<file path="config.mk">
export PLATFORM = sky130hd
export DESIGN_NAME = i2c_master_byte_engine
export DESIGN_NICKNAME = d
export VERILOG_FILES = /design/src/hdl/i2cm_pkg.sv /design/src/hdl/i2cm_front.sv /design/src/hdl/i2cm_queue.sv /design/src/hdl/i2cm_back.sv /design/src/hdl/i2c_master_byte_engine.sv
export VERILOG_INCLUDE_DIRS = /design/src /design/src/hdl
export SDC_FILE = /design/constraint.sdc
export NUM_CORES = 1
export LEC_CHECK = 0
export ABC_CLOCK_PERIOD_IN_PS = 7300
export BUFFER_PORTS_ARGS = -buffer_cell sky130_fd_sc_hd__buf_4
export CAP_MARGIN = 10
export CORE_MARGIN = 10
export CORE_UTILIZATION = 46
export DETAILED_ROUTE_END_ITERATION = 16
export PLACE_DENSITY = 0.61
export SLEW_MARGIN = 15
export SYNTH_ARGS = -nofsm -noshare
export SYNTH_HDL_FRONTEND = slang
export SYNTH_SLANG_ARGS = --single-unit
export TNS_END_PERCENT = 5
</file>
<file path="constraint.sdc">
create_clock -name clk -period 7.3 [get_ports clk]
set_input_delay 1.095 -clock clk [delete_from_list [all_inputs] [get_ports clk]]
set_output_delay 1.095 -clock clk [all_outputs]
set_load 0.01 [all_outputs]
</file>
<file path="src/hdl/i2c_master_byte_engine_assert.svh">
// assertion macros for the i2c master byte engine
`ifndef I2C_MASTER_BYTE_ENGINE_ASSERT_SVH
`define I2C_MASTER_BYTE_ENGINE_ASSERT_SVH

`ifndef ASSERT_OFF

// property that must hold at every clock edge outside reset
`define ASSERT_AT(label, clk, rst_n, prop) \
	label: assert property (@(posedge clk) disable iff (!rst_n) prop) \
		else $error("assertion failed");

// condition that must never be true outside reset
`define ASSERT_NEVER(label, clk, rst_n, cond) \
	label: assert property (@(posedge clk) disable iff (!rst_n) !(cond)) \
		else $error("forbidden condition seen");

`else

`define ASSERT_AT(label, clk, rst_n, prop)
`define ASSERT_NEVER(label, clk, rst_n, cond)

`endif

`endif

</file>
<file path="src/hdl/i2cm_pkg.sv">
`default_nettype none

package i2cm_pkg;

	// bus command codes
	typedef enum logic [2:0] {
		CMD_START = 3'd0,
		CMD_STOP  = 3'd1,
		CMD_WRITE = 3'd2,
		CMD_WAIT  = 3'd3,
		CMD_READ  = 3'd4
	} cmd_t;

	localparam int          PHASE_TICKS_RESET = 10;
	localparam logic [2:0]  LAST_WRITE_BIT    = 3'd7;
	localparam logic [7:0]  MSB_MASK          = 8'h80;

	// one classified tick as it travels from front to back
	typedef struct packed {
		logic       is_cmd;
		cmd_t       command;
		logic [7:0] tx_byte;
		logic       send_ack;
		logic       sda_level;
	} tick_t;

endpackage

`default_nettype wire

</file>
<file path="src/hdl/i2cm_front.sv">
`default_nettype none

module i2cm_front (
	input  wire logic          s_tvalid,
	output logic               s_tready,
	input  wire logic [15:0]   s_tdata,
	input  wire logic [3:0]    s_tuser,
	input  wire logic          q_full,
	output logic               push_valid,
	output i2cm_pkg::tick_t    push_item
);
	import i2cm_pkg::*;

	logic [2:0] raw_cmd;

	assign raw_cmd    = s_tuser[3:1];
	assign s_tready   = !q_full;
	assign push_valid = s_tvalid;

	// codes above read byte are dropped here, the back never sees them as commands
	always_comb begin
		push_item.is_cmd    = s_tuser[0] && (raw_cmd <= CMD_READ);
		push_item.command   = cmd_t'(raw_cmd);
		push_item.tx_byte   = s_tdata[7:0];
		push_item.send_ack  = s_tdata[8];
		push_item.sda_level = s_tdata[9];
	end

endmodule

`default_nettype wire

</file>
<file path="src/hdl/i2cm_queue.sv">
`default_nettype none

`include "i2c_master_byte_engine_assert.svh"

module i2cm_queue (
	input  wire logic          clk,
	input  wire logic          arst_n,
	input  wire logic          push_valid,
	input  wire i2cm_pkg::tick_t push_item,
	output logic               full,
	output logic               pop_valid,
	input  wire logic          pop_ready,
	output i2cm_pkg::tick_t    pop_item
);
	import i2cm_pkg::*;

	tick_t      entry_q [2];
	logic       wr_ptr_q;
	logic       rd_ptr_q;
	logic [1:0] count_q;
	logic       push;
	logic       pop;

	assign full      = (count_q == 2'd2);
	assign pop_valid = (count_q != 2'd0);
	assign pop_item  = entry_q[rd_ptr_q];
	assign push      = push_valid && !full;
	assign pop       = pop_valid && pop_ready;

	always_ff @(posedge clk) begin
		if (push) begin
			entry_q[wr_ptr_q] <= push_item;
		end
	end

	always_ff @(posedge clk or negedge arst_n) begin
		if (!arst_n) begin
			wr_ptr_q <= 1'b0;
			rd_ptr_q <= 1'b0;
			count_q  <= 2'd0;
		end else begin
			if (push) begin
				wr_ptr_q <= !wr_ptr_q;
			end
			if (pop) begin
				rd_ptr_q <= !rd_ptr_q;
			end
			count_q <= count_q + 2'(push) - 2'(pop);
		end
	end

	`ASSERT_NEVER(q_count_range, clk, arst_n, count_q == 2'd3)
	`ASSERT_AT(q_ptr_track, clk, arst_n, (count_q == 2'd1) |-> (wr_ptr_q != rd_ptr_q))

endmodule

`default_nettype wire

</file>
<file path="src/hdl/i2cm_back.sv">
`default_nettype none

`include "i2c_master_byte_engine_assert.svh"

module i2cm_back #(
	parameter int TICK_BITS = 16
) (
	input  wire logic            clk,
	input  wire logic            arst_n,
	input  wire logic            phase_ticks_we,
	input  wire logic [15:0]     phase_ticks,
	input  wire logic            pop_valid,
	output logic                 pop_ready,
	input  wire i2cm_pkg::tick_t pop_item,
	output logic                 m_tvalid,
	input  wire logic            m_tready,
	output logic [15:0]          m_tdata
);
	import i2cm_pkg::*;

	localparam int TW = TICK_BITS + 1;
	localparam int CW = (TICK_BITS > 16) ? TICK_BITS : 16;
	localparam logic [CW-1:0] CAP = CW'({TICK_BITS{1'b1}});

	// bus drives for a phase: {scl, sda}
	function automatic logic [1:0] drive_f(
		input cmd_t       cmd,
		input logic [2:0] ph,
		input logic [3:0] bitn,
		input logic [7:0] shift,
		input logic       ack,
		input logic       scl,
		input logic       sda
	);
		logic       b;
		logic [1:0] d;
		b = shift[LAST_WRITE_BIT - bitn[2:0]];
		d = {scl, sda};
		unique case (cmd)
			CMD_START: begin
				if (ph == 3'd1) d = {scl, 1'b1};
				else if (ph == 3'd2) d = 2'b11;
				else if (ph == 3'd3) d = 2'b10;
				else d = 2'b00;
			end
			CMD_STOP: begin
				if (ph == 3'd1) d = {1'b0, sda};
				else if (ph == 3'd2) d = 2'b00;
				else if (ph == 3'd3) d = 2'b10;
				else d = 2'b11;
			end
			CMD_WRITE: begin
				if (ph == 3'd1) d = {1'b0, b};
				else if (ph == 3'd2) d = {1'b1, b};
				else d = {1'b0, (bitn[2:0] == LAST_WRITE_BIT) ? 1'b1 : b};
			end
			CMD_WAIT: begin
				d = {(ph == 3'd2), 1'b1};
			end
			CMD_READ: begin
				if (!bitn[3]) d = {(ph == 3'd1), 1'b1};
				else d = {(ph == 3'd2), !ack};
			end
			default: d = {scl, sda};
		endcase
		return d;
	endfunction

	function automatic logic [2:0] phases_f(input cmd_t cmd, input logic [3:0] bitn);
		logic [2:0] n;
		case (cmd)
			CMD_START, CMD_STOP: n = 3'd4;
			CMD_WRITE, CMD_WAIT: n = 3'd3;
			default:             n = bitn[3] ? 3'd3 : 3'd2;
		endcase
		return n;
	endfunction

	function automatic logic [3:0] bits_f(input cmd_t cmd);
		logic [3:0] n;
		case (cmd)
			CMD_WRITE: n = 4'd8;
			CMD_READ:  n = 4'd9;
			default:   n = 4'd1;
		endcase
		return n;
	endfunction

	logic [TICK_BITS-1:0] limit_q;
	logic [CW-1:0]        cfg_ext;
	logic [TICK_BITS-1:0] limit_d;

	logic [2:0]           phase_q, phase_d;
	cmd_t                 cmd_q, cmd_d;
	logic [3:0]           bit_q, bit_d;
	logic [TICK_BITS-1:0] tick_q, tick_d;
	logic [7:0]           shift_q, shift_d;
	logic                 ack_q, ack_d;
	logic                 scl_q, scl_d;
	logic                 sda_q, sda_d;
	logic                 nack_q, nack_d;
	logic [7:0]           rx_q, rx_d;
	logic                 done_d;
	logic [TW-1:0]        tick_inc;
	logic                 pop;
	logic                 m_tvalid_q;
	logic [15:0]          m_tdata_q;

	// zero acts as one, wide values clamp to the counter range
	assign cfg_ext = CW'(phase_ticks);
	always_comb begin
		if (cfg_ext == '0) limit_d = TICK_BITS'(1);
		else if (cfg_ext > CAP) limit_d = TICK_BITS'(CAP);
		else limit_d = TICK_BITS'(cfg_ext);
	end

	assign pop_ready = !m_tvalid_q || m_tready;
	assign pop       = pop_valid && pop_ready;
	assign tick_inc  = {1'b0, tick_q} + TW'(1);

	always_comb begin
		phase_d = phase_q;
		cmd_d   = cmd_q;
		bit_d   = bit_q;
		tick_d  = tick_q;
		shift_d = shift_q;
		ack_d   = ack_q;
		scl_d   = scl_q;
		sda_d   = sda_q;
		nack_d  = nack_q;
		rx_d    = rx_q;
		done_d  = 1'b0;
		if (phase_q == 3'd0) begin
			if (pop_item.is_cmd) begin
				cmd_d   = pop_item.command;
				bit_d   = 4'd0;
				phase_d = 3'd1;
				tick_d  = '0;
				if (pop_item.command == CMD_WRITE) begin
					shift_d = pop_item.tx_byte;
				end
				if (pop_item.command == CMD_READ) begin
					shift_d = 8'd0;
					ack_d   = pop_item.send_ack;
				end
				{scl_d, sda_d} = drive_f(cmd_d, phase_d, bit_d, shift_d, ack_d, scl_q, sda_q);
			end
		end else if (tick_inc >= {1'b0, limit_q}) begin
			tick_d = '0;
			// sampling points: ack slot of wait, high half of each read bit
			if (cmd_q == CMD_WAIT && phase_q == 3'd2) begin
				nack_d = pop_item.sda_level;
			end else if (cmd_q == CMD_READ && !bit_q[3] && phase_q == 3'd1) begin
				shift_d = {shift_q[6:0], pop_item.sda_level};
			end
			if (phase_q < phases_f(cmd_q, bit_q)) begin
				phase_d = phase_q + 3'd1;
				{scl_d, sda_d} = drive_f(cmd_q, phase_d, bit_q, shift_d, ack_q, scl_q, sda_q);
			end else if (bit_q + 4'd1 < bits_f(cmd_q)) begin
				bit_d   = bit_q + 4'd1;
				phase_d = 3'd1;
				{scl_d, sda_d} = drive_f(cmd_q, phase_d, bit_d, shift_d, ack_q, scl_q, sda_q);
			end else begin
				phase_d = 3'd0;
				done_d  = 1'b1;
				if (cmd_q == CMD_READ) begin
					rx_d  = shift_d;
					sda_d = 1'b1;
				end
			end
		end else begin
			tick_d = tick_inc[TICK_BITS-1:0];
		end
	end

	always_ff @(posedge clk or negedge arst_n) begin
		if (!arst_n) begin
			limit_q    <= TICK_BITS'(PHASE_TICKS_RESET);
			phase_q    <= 3'd0;
			cmd_q      <= CMD_START;
			bit_q      <= 4'd0;
			tick_q     <= '0;
			shift_q    <= 8'd0;
			ack_q      <= 1'b0;
			scl_q      <= 1'b1;
			sda_q      <= 1'b1;
			nack_q     <= 1'b0;
			rx_q       <= 8'd0;
			m_tvalid_q <= 1'b0;
		end else begin
			if (phase_ticks_we) begin
				limit_q <= limit_d;
			end
			if (pop) begin
				phase_q <= phase_d;
				cmd_q   <= cmd_d;
				bit_q   <= bit_d;
				tick_q  <= tick_d;
				shift_q <= shift_d;
				ack_q   <= ack_d;
				scl_q   <= scl_d;
				sda_q   <= sda_d;
				nack_q  <= nack_d;
				rx_q    <= rx_d;
			end
			if (pop) begin
				m_tvalid_q <= 1'b1;
			end else if (m_tready) begin
				m_tvalid_q <= 1'b0;
			end
		end
	end

	always_ff @(posedge clk) begin
		if (pop) begin
			m_tdata_q <= {3'b000, nack_d, rx_d, done_d, (phase_d != 3'd0), sda_d, scl_d};
		end
	end

	assign m_tvalid = m_tvalid_q;
	assign m_tdata  = m_tdata_q;

	`ASSERT_NEVER(bk_phase_range, clk, arst_n, phase_q > 3'd4)
	`ASSERT_NEVER(bk_bit_range, clk, arst_n, bit_q > 4'd8)
	`ASSERT_AT(bk_done_not_busy, clk, arst_n, (pop && done_d) |=> (m_tdata_q[2] == 1'b0))
	`ASSERT_AT(bk_idle_tick_zero, clk, arst_n, (phase_q == 3'd0) |-> (tick_q == '0))

endmodule

`default_nettype wire

</file>
<file path="src/hdl/i2c_master_byte_engine.sv">
//  channel   dir   signals                          contents
//  s_        in    s_tvalid s_tready s_tdata s_tuser one bus tick with optional command
//  m_        out   m_tvalid m_tready m_tdata         bus drives and status after that tick
//  cfg       in    phase_ticks_we phase_ticks        ticks per scl/sda phase
//
//  one request a cycle sustained while m_tready does not stall the output: each tick is one registered engine step
//  result path after the accepting edge: queue entry, then engine register
//  a two-entry queue separates the classifier from the engine, the result sits in an
//  output register, so s_tready only drops once both queue entries are held
//  reset: drives released, no command active, phase length 10 ticks, rx byte and nack 0
//  m_tready low holds the result and the engine state; nothing is dropped or repeated
`default_nettype none

module i2c_master_byte_engine #(
	parameter int TICK_BITS = 16
) (
	input  wire logic        clk,
	input  wire logic        arst_n,
	// configuration write, no read-back
	input  wire logic        phase_ticks_we,
	input  wire logic [15:0] phase_ticks,
	// input ticks
	input  wire logic        s_tvalid,
	output logic             s_tready,
	input  wire logic [15:0] s_tdata,   // tx_byte[7:0], send_ack[8], sda_level[9], zero pad
	input  wire logic [3:0]  s_tuser,   // cmd_valid[0], command[3:1]
	// results
	output logic             m_tvalid,
	input  wire logic        m_tready,
	output logic [15:0]      m_tdata    // scl_release[0], sda_release[1], busy_res[2],
	                                    // done_res[3], rx_byte[11:4], nack_seen[12], zero pad
);
	import i2cm_pkg::*;

	tick_t push_item;
	tick_t pop_item;
	logic  push_valid;
	logic  q_full;
	logic  pop_valid;
	logic  pop_ready;

	// front: accept and classify each tick
	i2cm_front u_front (
		.s_tvalid   (s_tvalid),
		.s_tready   (s_tready),
		.s_tdata    (s_tdata),
		.s_tuser    (s_tuser),
		.q_full     (q_full),
		.push_valid (push_valid),
		.push_item  (push_item)
	);

	// short queue between classifier and engine
	i2cm_queue u_queue (
		.clk        (clk),
		.arst_n     (arst_n),
		.push_valid (push_valid),
		.push_item  (push_item),
		.full       (q_full),
		.pop_valid  (pop_valid),
		.pop_ready  (pop_ready),
		.pop_item   (pop_item)
	);

	// back: phase sequencer, bit shifter and output register
	i2cm_back #(
		.TICK_BITS (TICK_BITS)
	) u_back (
		.clk            (clk),
		.arst_n         (arst_n),
		.phase_ticks_we (phase_ticks_we),
		.phase_ticks    (phase_ticks),
		.pop_valid      (pop_valid),
		.pop_ready      (pop_ready),
		.pop_item       (pop_item),
		.m_tvalid       (m_tvalid),
		.m_tready       (m_tready),
		.m_tdata        (m_tdata)
	);

endmodule

`default_nettype wire
</file>
### After elaboration in Yosys (flattened, before gate mapping)

Memories as Yosys holds them, arrays and structs flattened.
Index checks and enable logic that the tools add are counted.

* register bits after elaboration: 80
* memory bits (writable): 28
* input bits: 41
* output and inout bits: 18
* logic and storage cells: 157
* memories: 1

Memories
* u_queue.entry_q: depth 2, width 14, rd ports 1, clocked after memory_dff 0, wr ports 1, RTL line i2cm_queue.sv:17 `tick_t entry_q [2];`

* add/subtract/negate cells: 7
* magnitude comparators: 7
* eq/ne operators: 18
* mux-type cells: 74
* bitwise operators: 1
* reduce and logical (&&, ||, !) cells: 31

Operator list (count)
* two-way mux 8 bit: 14
* two-way mux 16 bit: 5
* two-way mux 4 bit: 8
* case mux 2 bit (5 select lines): 3
* two-way mux 1 bit: 25
* equality test 3 x 2 -> 1 bit (second input constant): 7
* two-way mux 2 bit: 9
* two-way mux 3 bit: 6
* adder 16 x 1 -> 17 bit (second input constant): 1
* greater-or-equal comparator 17 x 16 -> 1 bit: 1
* > comparator 16 bit (second input constant): 1
* logical NOT 16 bit: 1
* equality test 3 x 1 -> 1 bit (second input constant): 4
* equality test 3 bit (second input constant): 3
* logical NOT 3 bit: 3
* less-than comparator 3 x 4 -> 1 bit (second input constant): 2
* case mux 4 bit (2 select lines): 1
* AND reduction 4 bit: 2
* nonzero test 2 bit: 4
* binary-select mux 1 bit (select 3 bit): 2
* logical AND 1 bit: 6
* logical NOT 1 bit: 6
* case mux 3 bit (2 select lines): 1
* AND reduction 3 bit: 2
* 19 further kinds: 21

### Longest topological paths before layout

* depth in word-level cells: 16
* depth in mapped cells: 15
* depth with buffers taken out: 13

### Cells and area by module

Synthesis repeated with hierarchy kept, for this count alone.

* cell total of the unflattened synthesis: 611
* area, all modules: 6309.8 um^2

By module, submodules not included
* i2cm_back: times used 1, cells an instance 532, area an instance 4933.5 um^2, sequential area each 1971.9 um^2
* i2cm_queue: times used 1, cells an instance 62, area an instance 1256.2 um^2, sequential area each 940.9 um^2
* i2cm_front: times used 1, cells an instance 17, area an instance 120.1 um^2, sequential area each 0.0 um^2

### Worst setup path after synthesis

No wires, ideal clock.

* kind: register -> register
* from: reg u_back.tick_q[0]
* to: reg u_back.m_tdata_q[10] (netlist: u_back.m_tdata[10]) (data pin)
* setup time: 0.260 ns
* arrival: 3.196 ns
* required time: 7.040 ns
* setup slack: 3.844 ns
* cell stages (with the launch flop): 13
* buffers on the path: 0
* clock period less this slack: 3.456 ns
* path through: dfrtp_1 > ha_1 > and3_1 > and3_1 > nand3_1 > xnor2_1 > ha_1 > nand2_1 > o21a_1 > o21ai_0 > nor3_2 > nor4_4 > mux2_2

* longest elaborated chain between the ends: 4

Ends and longest elaborated chain
* start, declared: RTL line i2cm_back.sv:96 `logic [TICK_BITS-1:0] tick_q, tick_d;`
* start signal, assigned: RTL line i2cm_back.sv:198 `tick_q <= tick_d;`
* adder 16 x 1 -> 17 bit: RTL line i2cm_back.sv:119 `assign tick_inc = {1'b0, tick_q} + TW'(1);`
* greater-or-equal comparator 17 x 16 -> 1 bit: RTL line i2cm_back.sv:148 `end else if (tick_inc >= {1'b0, limit_q}) begin`
* two-way mux 8 bit: RTL line i2cm_back.sv:148
* two-way mux 8 bit: RTL line i2cm_back.sv:133 `if (phase_q == 3'd0) begin`
* named net u_back.rx_d[6]: RTL line i2cm_back.sv:102 `logic [7:0] rx_q, rx_d;`
* end signal, assigned: RTL line i2cm_back.sv:216 `m_tdata_q <= {3'b000, nack_d, rx_d, done_d, (phase_d != 3'd0), sda_d, scl_d};`
* end, declared: RTL line i2cm_back.sv:107 `logic [15:0] m_tdata_q;`

The timed path passes the listed nets, and every way through them passes these cells.
A chain may end at the register's enable or synchronous reset.

### Worst setup path after layout

Same ends and word-level chain as after synthesis.

==> flow_summary.ini <==
[run_status]
status = completed

[final_layout]
drive_gt1_frac = 0.172
num_antenna_cells = 0
finish.instance_area_mm2 = 0.00678
post-route-util = 0.533
stdcell_count = 776
nets = 668
syn_to_final_growth_pct = 12.9

[synthesis]
synth_top_area_share = 0.263
ys_async_sr_fraction = 0.620
synth_enable_flop_cells = 41
avgSynthCellArea_um2 = 10.7
yosysUniqueCellTypes = 73
netlist_top_cells_area = dfrtp_1 (26%), edfxtp_1 (21%), ha_1 (5.8%), o21ai_0 (3.8%), mux2i_1 (3.2%)
synth_mux_area_frac = 0.0755
synth_seq_cells = 108
synth_simple_gate_area_frac = 0.137
synthCells = 562
synth-xor-area-share = 0.0321
synth_compound_area_frac = 0.173
netlist_area_mm2 = 0.00600
synthAdderAreaFrac = 0.0584
yosys.area.top_type = dfrtp_1
synth_top_family_by_area = compound AO/OA/AOI/OAI gates
ys_seq_area_frac = 0.485
yosys_warnings = 0
synth_flop_cell = dfrtp_1

[setup_path]
reg2reg_slack_ps = 2870
rr_startpoint = u_back.tick_q[0]
r2r_end = u_back.m_tdata[10]
required_ps = 7410
crit_type = reg -> reg
critPathCaptureType = flip-flop
rr_worst_depth = 12
cp.arrival_ps = 4540
start_kind = flip-flop
critPathMaxFanout = 18

[floorplan]
coreArea_mm2 = 0.0127
rows = 41
die_x_um = 134
io_pins = 59
initial_utilization = 0.472
die_h_um = 134
die_area_mm2 = 0.0180

[clocking]
cts_buffers = 9
clk_pin_slew_ps = 70
cts_tree = built
cts_root_buffer = clkbuf_16
htree_levels = 3
clk_path_buf_depth = 2
clk_latency_ps = 360
cts.sink_count = 108
cts_setup_buffers = 0
postCtsHoldBufs = 0
cts_resized = 0

[run]
cap_violations = 0

[min_path]
min_from = u_queue.count_q[0]
whs_path_depth = 2
whs_endpoint = u_back.m_tvalid
min_path_type = reg -> reg

[power_and_ir_drop]
vdd_ir_drop_max_mv = 0.220
powerDensity_mw_per_mm2 = 260
leakage_uw = 0.00291

[global_routing]
groute.usage.overall = 0.145
grt_pass1_vias = 4346
grt.overflow.total = 0
antenna_found_initial = 0
grt_pass1_wl_um = 21500
grt_max_degree = 68

[sta]
finalCritPeriodShare = 0.607
setup_tns_ps = 0
fmax_mhz = 226
min_period_ps = 4430
whs_ps = 501
drv_slew = 0
setup_viol = 0
rsz0062_at_grt = false
tightest_slew_ps = 1140
finClkSkew_ps = 9.69
hold_violations = 0
relSlewSlack = 0.240

[routing]
ant_nets = 0
routedWlPerCell_um = 16.4
drt_first_pass_iters = 4
viasPerCell = 5.66
drc_errors = 0
wirelength_um = 12700
first_iter_violations = 202
num_vias = 4391

[place]
post_dp_cell_area_mm2 = 0.00649
place_congestion = 0.845
dp_cells = 760
hpwlAfterDp_um = 9250
portBuffers = 49
[how the worst max path moves through the flow]
stage	startpoint	endpoint	slack, ps
2_1_floorplan	u_back.tick_q[0]	u_back.m_tdata[10]	3840
3_3_place_gp	u_back.tick_q[0]	u_back.m_tdata[8]	3010
3_5_place_dp	u_back.tick_q[0]	u_back.m_tdata[10]	2920
4_1_cts	u_back.tick_q[0]	u_back.m_tdata[10]	2910
5_1_grt	u_back.tick_q[0]	u_back.m_tdata[10]	2600
6_report	u_back.tick_q[0]	u_back.m_tdata[10]	2870
[layout by cell type, fill, tap and decap left out, drive strengths merged, types with 4 or more instances in the layout]
cell type   n
o22ai       4
dfstp       4
buf        52
ha         28
mux2i      19
o21ai      47
xor2        7
a21oi      25
a32o       15
and3        7
inv        32
dfrtp      63
nor2       27
xnor2      15
nor3       10
and2        6
nor2b       4
nand3      17
edfxtp     41
o31ai       6
o21a        5
mux2       18
clkbuf     10
nand2      50
nor4        7
a211oi      4
a22o        7
nand4       5
a31oi       7
nand2b      5
[through the flow]
| stage | setup WS (ps) | power, uW |
|---|---|---|
| final | 2870 | 1760 |
| after global routing | 2600 | 1880 |
| after CTS | 2910 | 1790 |
| after detailed placement | 2920 | 1310 |
| after global placement | 3010 | 1290 |
| after floorplan | 3840 | 1150 |
[Yosys cell counts, drive strengths merged (3+ instances only)]
| cell | count |
|---|---|
| nand2 | 50 |
| nor3 | 10 |
| o22ai | 4 |
| and4 | 3 |
| xor2 | 7 |
| mux2 | 18 |
| a21oi | 25 |
| o211ai | 3 |
| o21a | 5 |
| or2 | 3 |
| a32o | 15 |
| a22o | 7 |
| inv | 29 |
| clkbuf | 20 |
| edfxtp | 41 |
| nand2b | 5 |
| and2 | 6 |
| nand3 | 17 |
| nand4 | 5 |
| dfrtp | 63 |
| o31ai | 6 |
| o21ai | 47 |
| nor2b | 4 |
| dfstp | 4 |
| xnor2 | 15 |
| nor2 | 27 |
| ha | 28 |
| mux2i | 19 |
| buf | 8 |
| nor4 | 7 |
| a211oi | 4 |
| and3 | 7 |
| a31oi | 7 |
| o41ai | 3 |
[routing by layer]
layer / up-vias / part of all wire / routed length [um] / global-route usage
met3: 19 / 0.050 / 637 / 0.0377
met5: - / 0 / 0 / 0
met1: 2094 / 0.46 / 5810 / 0.181
met2: 101 / 0.47 / 5990 / 0.233
met4: 0 / 0.021 / 263 / 0.0629
li1: 2177 / - / - / -
[logic make-up after synthesis]
kind of cell,after synthesis
other,1
AO/OA/AOI/OAI,152
multiplexers,39
AND/OR/NAND/NOR,155
buffers and inverters,57
flip-flops,108
XOR/XNOR,22
adder cells (fa/ha/maj),28
[power by group]
part           internal (uW)  leakage (uW)  switching, uW  total, uW
Clock                    238      0.000133            231        470
Sequential               743       0.00124           75.1        818
Combinational            197       0.00154            278        475
Total                   1180       0.00291            584       1760
[state kept, by name (all words and copies together) (netlist names)]
| register | cells |
|---|---|
| u_back.sda_q | 1 |
| u_back.bit_q | 4 |
| u_queue.rd_ptr_q | 1 |
| u_queue.wr_ptr_q | 1 |
| u_back.ack_q | 1 |
| u_queue.count_q | 2 |
| u_back.m_tdata | 13 |
| u_back.m_tvalid | 1 |
| u_back.nack_q | 1 |
| u_back.scl_q | 1 |
| u_back.shift_q | 8 |
| u_back.limit_q | 16 |
| u_back.cmd_q | 3 |
| u_back.tick_q | 16 |
| u_back.rx_q | 8 |
| u_back.phase_q | 3 |
| u_queue.entry_q | 28 |
[final cells by class]
class | instances | area, um^2
inverters | 29 | 109
fillers | 1157 | 5940
flip-flops and latches | 108 | 2910
clock inverters | 6 | 57.6
well taps | 172 | 215
clock buffers | 10 | 229
multi-input cells | 399 | 2870
repair buffers | 52 | 390
[worst max-delay path: stages (launching register included)]
cell and delay (ps):
dfrtp_1 450, ha_1 220, and3_1 220, and3_1 290, nand4_1 140, xnor2_1 170, ha_1 310, a21oi_1 60
o21a_1 170, o21ai_0 490, nor3_2 240, nor4_4 990, mux2_2 430
Power figures use the tool's default switching activity.
